File: config.mk
export PLATFORM = sky130hd
export DESIGN_NAME = ssat_cell
export DESIGN_NICKNAME = d
export VERILOG_FILES = /design/src/sv/ssat_pkg.sv /design/src/sv/ssat_cell.sv
export SDC_FILE = /design/constraint.sdc
export NUM_CORES = 1
export LEC_CHECK = 0
export ABC_CLOCK_PERIOD_IN_PS = 8109
export BUFFER_PORTS_ARGS = -buffer_cell sky130_fd_sc_hd__buf_2
export CAP_MARGIN = 20
export CORE_AREA = 8 8 158 160
export CTS_BUF_LIST = sky130_fd_sc_hd__clkbuf_8
export DETAILED_ROUTE_END_ITERATION = 8
export DIE_AREA = 0 0 166 168
export SETUP_SLACK_MARGIN = 0.15
export SLEW_MARGIN = 0
export SYNTH_ARGS = -nofsm -noshare
export SYNTH_HDL_FRONTEND = slang
export SYNTH_SLANG_ARGS = --single-unit
File: constraint.sdc
create_clock -name clk -period 8.11 [get_ports clk]
set_clock_uncertainty 0.1 [all_clocks]
set_input_delay 1.2165 -clock clk [delete_from_list [all_inputs] [get_ports clk]]
set_output_delay 1.2165 -clock clk [all_outputs]
set_load 0.02 [all_outputs]
File: src/sv/ssat_pkg.sv
`timescale 1ns / 1ps
// Package for the sorted segment address table: table depth, derived widths,
// segment entry type, per-cell control struct and status codes. No dependencies.
package ssat_pkg;

	// Number of segment cells in the chain
	localparam int TABLE_DEPTH = 64;
	// Count width: must hold TABLE_DEPTH itself
	localparam int CNT_W = $clog2(TABLE_DEPTH + 1);
	// Hit gather tree: cells per first-level group
	localparam int GRP_SIZE = 8;
	localparam int GRP_NUM = (TABLE_DEPTH + GRP_SIZE - 1) / GRP_SIZE;

	// Beat widths
	localparam int IN_DATA_W = 128;
	localparam int OUT_DATA_W = 48;

	typedef logic [CNT_W-1:0] count_t;

	// One segment as held in a cell
	typedef struct packed {
		logic [31:0] start;
		logic [31:0] offset;
		logic [31:0] size;
	} entry_t;

	// Strobes sent from the sequencer to every cell
	typedef struct packed {
		logic cmp_en;
		logic ins_en;
	} cell_ctl_t;

	// Result status codes
	typedef enum logic [1:0] {
		STAT_OK       = 2'd0,
		STAT_NO_SEG   = 2'd1,
		STAT_TOO_LONG = 2'd2,
		STAT_FULL     = 2'd3
	} status_t;

	// Command codes carried on tuser
	localparam logic CMD_INSERT = 1'b0;
	localparam logic CMD_LOOKUP = 1'b1;

endpackage

File: src/sv/ssat_cell.sv
`timescale 1ns / 1ps
// One cell of the sorted segment chain: holds one entry, compares it with the key
// and takes the new entry or its left neighbor's on insert. Uses ssat_pkg.
module ssat_cell (
	input  logic               clk,
	input  logic               arst_n,
	input  ssat_pkg::cell_ctl_t ctl,
	input  logic [31:0]        key,
	input  logic               in_range,  // cell index is below the fill count
	input  ssat_pkg::entry_t   new_ent,
	input  ssat_pkg::entry_t   prev_ent,  // entry of the left neighbor
	input  logic               prev_le,   // left neighbor start <= key
	input  logic               next_le,   // right neighbor start <= key
	output ssat_pkg::entry_t   ent,
	output logic               le,
	output ssat_pkg::entry_t   hit_ent
);
	import ssat_pkg::*;

	entry_t ent_q;
	logic   le_q;

	// Compare flag: this cell holds a segment starting at or below the key
	always_ff @(posedge clk or negedge arst_n) begin
		if (!arst_n) begin
			le_q <= 1'b0;
		end else if (ctl.cmp_en) begin
			le_q <= in_range && (ent_q.start <= key);
		end
	end

	// Insert: cells at or below the key keep, the first above takes the new
	// entry, the rest shift up from the left neighbor
	always_ff @(posedge clk) begin
		if (ctl.ins_en && !le_q) begin
			if (prev_le) begin
				ent_q <= new_ent;
			end else begin
				ent_q <= prev_ent;
			end
		end
	end

	assign ent = ent_q;
	assign le = le_q;
	// Last cell of the prefix of matches is the covering segment
	assign hit_ent = (le_q && !next_le) ? ent_q : '0;

endmodule

==> results of run 1 <==
-- stage by stage --
stage | total power [mW] | hold slack (ns) | setup slack [ns]
detailed placement | 0.992 | 0.617 | 4.21
CTS | 1.35 | 0.465 | 4.21
global route | 1.40 | 0.470 | 4.14
global placement | 0.989 | 0.620 | 4.26
floorplan | 0.841 | 0.529 | 2.05
finish | 1.33 | 0.508 | 4.26
-- cell families after synthesis --
logic type               share of synthesized area, %
AO/OA/AOI/OAI                                    3.13
AND/OR/NAND/NOR                                  13.3
multiplexers                                     19.6
flip-flops                                       52.7
buffers and inverters                            3.90
adder cells (fa/ha/maj)                          7.26
-- worst max-delay path, delay by kind of cell --
kind / cells / cell delay [ns]
buf+inv: 3 / 0.86
simple gates: 2 / 0.42
-- flip-flops by register name, summed over array words and instances (netlist names) --
name,cells
ent,96
le,1
-- worst max-delay path by stage --
stage | startpoint | slack [ns] | endpoint | cells past startpoint
after floorplan | ctl[0] | 2.05 | ent[0] | 1
after global placement | next_le | 4.26 | hit_ent[20] | 5
after detailed placement | next_le | 4.21 | hit_ent[20] | 5
after CTS | next_le | 4.21 | hit_ent[20] | 5
after global routing | next_le | 4.14 | hit_ent[20] | 5
final | next_le | 4.26 | hit_ent[41] | 5
-- per-layer routing --
layer,track usage (%),part of all wire [%],up-vias
met5,0,0,-
met4,2.49,0.59,0
met3,5.29,8.5,6
li1,-,-,2354
met1,14.9,40,2129
met2,25.3,51,252
-- area by class of cell --
class | count | area share (%)
Timing Repair Buffer | 427 | 26.4
Multi-Input combinational cell | 277 | 29.4
Inverter | 33 | 1.52
Clock buffer | 9 | 1.52
Sequential cell | 97 | 35.7
Clock inverter | 7 | 1.15
Tap cell | 285 | 4.37
-- report_power, final --
part | total (mW) | leakage (nW) | internal, mW | switching, mW
clock | 0.356 | 0.111 | 0.174 | 0.182
combinational | 0.339 | 3.00 | 0.145 | 0.194
sequential | 0.636 | 0.933 | 0.607 | 0.0286
-- cells in the final DEF (no fill, tap or decap), types with 2 or more instances in the layout --
cell and count:
o21ai_0 2, nor2_1 2, bufinv_16 2, nand3_1 4, and2_1 96, mux2_2 96, buf_2 422, nand2_1 8
ha_1 32, a21oi_1 13, buf_4 5, nand4_1 7, clkbuf_8 9, a2111o_1 2, inv_1 34, a21o_1 2
edfxtp_1 96
==> results.yml, run 1 <==
pwr:
  ir_drop_uv: 87.7
  p_leak_nw: 4.05
  p_per_area_nw_per_um2: 163
worst_setup_path:
  path_cells: "buf_2, and2b_2, buf_4, and2_1, buf_2"
  worst-path-max-fanout: 96
  crit_type: "primary input to output port"
  crit_path_start_kind: "primary input"
  reg2reg_depth: 6
  rr_endpoint: "le"
  arrival_ns: 2.53
  required_ns: 6.79
  max_stage_delay_ns: 0.59
  regToRegStartpoint: "ent[94]"
  r2r_slack_ns: 6.05
  path_common_cell: "buf_2"
  crit_slowest_cell: "buf_4"
  crit_path_end_kind: "output port"
routing:
  final_antenna_net_count: 0
  dr.first_iter.drc_count: 197
  drcViolationCount: 0
  vias: 4741
  avgViaCountPerCell: 4.18
  drt-total-wl_um: 20100
  wl_per_cell_um: 17.7
  drtPass1Iterations: 5
cts:
  h-tree-depth: 3
  clk_pin_slew_ns: 0.10
  cts_tree: "built"
  hold_buffers: 0
  cts.path.max_buffers: 2
  insertion_delay_ns: 0.36
  clockRootBuffer: "clkbuf_8"
  cts.sinks: 97
  cts_setup_buffers: 0
  cts_resized: 0
  cts_buffers: 9
outcome:
  status: "completed"
final_layout:
  nNetsFinal: 1108
  multi_input_area_um2: 2400
  antennaDiodeCount: 0
  fill_cells: 2262
  areaGrowthSynthToFinish_pct: 47.9
  fin_cells: 1135
  drive_above_1_share_pct: 63.5
  post-route-util_pct: 36.5
  seq_area_um2: 2910
  fin_area_um2: 8150
hold_path:
  hold_class: "primary input to async pin"
run:
  maxCapViolations: 0
placement:
  io_buffers: 423
  dpl.cell_count: 1119
  gp_congestion: 0.786
  hpwl_um: 16500
  place_area_um2: 7940
floorplan:
  dieArea_um2: 27900
  ioPinCount: 424
  start_util_pct: 24.6
  coreArea_um2: 22400
  rows: 55
  die_w_um: 166
  die_h_um: 168
synthesis:
  yosysUniqueCellTypes: 29
  synth_top_cell_area_share_pct: 52.3
  synth_top_flop_cell: "edfxtp_1"
  yosys-top-cells-area: "edfxtp_1 (52%), mux2_2 (20%), and2_1 (11%)"
  syn_nets: 691
  ys_async_sr_fraction_pct: 1.03
  synth_area_leader_cell: "edfxtp_1"
  syn_inst: 428
  ys_seq_area_share_pct: 52.7
  synth_enable_flop_cells: 96
  yosysWarnings: 0
  yosys_register_bits: 97
  synth_area_per_cell_um2: 12.9
  synth_area_um2: 5510
  synthTopCellsByCount: "and2_1 (96), edfxtp_1 (96), mux2_2 (96)"
global_routing:
  grt_overflow: 0
  grt_max_degree: 97
  grt_pass1_wl_um: 30200
  first_global_vias: 5314
  grtUsageTotal_pct: 13.8
  antenna_found_initial: 0
timing:
  tightest_slew_ns: 0.770
  hold_violations: 0
  tns_ns: 0
  slew_viol_final: 0
  rsz0062_at_grt: "false"
  min_period_ns: 3.85
  fin_crit_sh_pct: 47.5
  fmax_mhz: 260
  setup_viol: 0
  relSlewSlack_pct: 48.7
(Power assumes the default switching activity.)
==> inputs of run 2 (changes only) <==
ABC_AREA = 1   (was not set)
ABC_CLOCK_PERIOD_IN_PS = 3600   (was 8109)
clock period = 3.6 ns   (was 8.11 ns; I/O delays follow)
==> results.yml, run 2 <==
routing:
  drt-total-wl_um: 21700
  drtPass1Iterations: 4
  vias: 5221
  final_antenna_net_count: 0
  drcViolationCount: 0
  avgViaCountPerCell: 4.12
  wl_per_cell_um: 17.1
  dr.first_iter.drc_count: 239
cts:
  cts.path.max_buffers: 2
  cts_setup_buffers: 0
  cts_buffers: 9
  insertion_delay_ns: 0.37
  cts.sinks: 97
  cts_tree: "built"
  h-tree-depth: 3
  clk_pin_slew_ns: 0.09
  clockRootBuffer: "clkbuf_8"
synthesis:
  syn_inst: 559
  ys_async_sr_fraction_pct: 1.03
  yosysMostFrequentCell: "inv_1"
  synth_enable_flop_cells: 96
  synth_area_leader_cell: "edfxtp_1"
  synthTopCellsByCount: "inv_1 (139), nor2_1 (109), edfxtp_1 (96)"
  synth_top_flop_cell: "edfxtp_1"
  yosys-top-cells-area: "edfxtp_1 (49%), mux2_2 (11%), mux2_4 (10%)"
  yosysUniqueCellTypes: 19
  synth_top_cell_area_share_pct: 48.7
  yosysWarnings: 0
  syn_nets: 822
  yosys_register_bits: 97
  synth_area_per_cell_um2: 10.6
  ys_seq_area_share_pct: 49.1
  synth_area_um2: 5920
final_layout:
  nNetsFinal: 1238
  drive_above_1_share_pct: 55.0
  largest_reg_flops: 96
  final_common_cell: "buf_2"
  final_cell_mix: "buf_2 (422), inv_1 (139), nor2_1 (108)"
  areaGrowthSynthToFinish_pct: 43.7
worst_setup_path:
  crit_path_start_kind: "register"
  arrival_ns: 2.03
  required_ns: 2.96
  worst-path-max-fanout: 96
  crit_type: "register to output port"
  crit_path_end_kind: "output port"
floorplan:
  coreArea_um2: 22400
  die_w_um: 166
  die_h_um: 168
  dieArea_um2: 27900
  ioPinCount: 424
  rows: 55
  start_util_pct: 26.5
placement:
  hpwl_um: 17600
  io_buffers: 423
  gp_congestion: 0.829
global_routing:
  first_global_vias: 5772
  antenna_found_initial: 7
  grt_overflow: 0
  grt_pass1_wl_um: 32300
  grt_max_degree: 97
  grtUsageTotal_pct: 14.9
timing:
  hold_violations: 0
  min_period_ns: 2.67
  setup_viol: 0
  tightest_slew_ns: 1.01
  rsz0062_at_grt: "false"
  tns_ns: 0
  relSlewSlack_pct: 32.3
  slew_viol_final: 0
  fmax_mhz: 375
  fin_crit_sh_pct: 74.0
pwr:
  p_leak_nw: 4.79
  p_per_area_nw_per_um2: 361
  p_total_mw: 3.08
  ir_drop_uv: 155
outcome:
  status: "completed"
hold_path:
  hold_class: "primary input to register"
run:
  maxCapViolations: 0
-- run 2: logic make-up after synthesis --
group,count (synthesis),synth area share (%)
and+or+nand+nor,157,10.1
muxes,96,20.8
buffers and inverters,160,11.8
AOI/OAI and AO/OA,17,1.52
DFF,97,49.1
adders and majority gates,32,6.76
-- run 2: final cells by class --
class                      instances  area [um2]
antenna                            3        7.51
clock buffer                       9         124
clock inverter                     6        90.1
fill                            2316       13900
inverter                         139         522
multi-input combinational        302        2330
sequential                        97        2910
tap                              285         357
timing repair buffer             426        2170
-- run 2: worst paths after layout --
path,cells after the start,startpoint,slack [ns],endpoint
setup / recovery,3,le,0.93,hit_ent[65]
min in group asynchronous,2,arst_n,0.39,le
hold / removal,4,ctl[1],0.31,le
max in group asynchronous,2,arst_n,2.90,le
hold reg to reg,2,le,0.58,le
setup reg to reg,10,ent[83],1.86,le
-- run 2: through the flow --
| stage | utilization, % | instance area [um2] | std cells | setup WS [ns] | hold WS (ns) |
|---|---|---|---|---|---|
| after floorplan | - | 5930 | 559 | 1.09 | 0.144 |
| after global placement | 37.0 | 8280 | 1248 | 1.20 | 0.238 |
| after detailed placement | 37.0 | 8280 | 1248 | 1.16 | 0.240 |
| after CTS | 38.0 | 8500 | 1264 | 0.848 | 0.263 |
| after global routing | 38.0 | 8510 | 1266 | 0.737 | 0.302 |
| final | 38.1 | 8510 | 1267 | 0.935 | 0.306 |
-- run 2: per-layer routing --
layer | wire length, um | share of wire [%] | global-route usage, % | vias up
met2 | 11000 | 51 | 27.2 | 249
met5 | 36 | 0.17 | 0 | -
li1 | - | - | - | 2611
met1 | 8400 | 39 | 15.4 | 2334
met4 | 293 | 1.4 | 3.99 | 6
met3 | 1970 | 9.1 | 6.50 | 21
-- run 2: what timing repair did --
action	4_1_cts	5_1_grt
endpoints found under the hold margin	1	0
resized for setup	0	0
endpoints found under the setup margin	0	0
hold buffers	1	0
-- run 2: report_power, final --
group	total (mW)	internal, mW	switching, mW
clock	0.805	0.392	0.413
combinational	0.832	0.350	0.482
sequential	1.44	1.37	0.0696
total	3.08	2.11	0.964
-- run 2: worst max-delay path: stages, from the launching register on --
cell	delay [ns]
dfrtp_1	0.53
nand2_4	0.57
nor2_1	0.33
buf_2	0.21
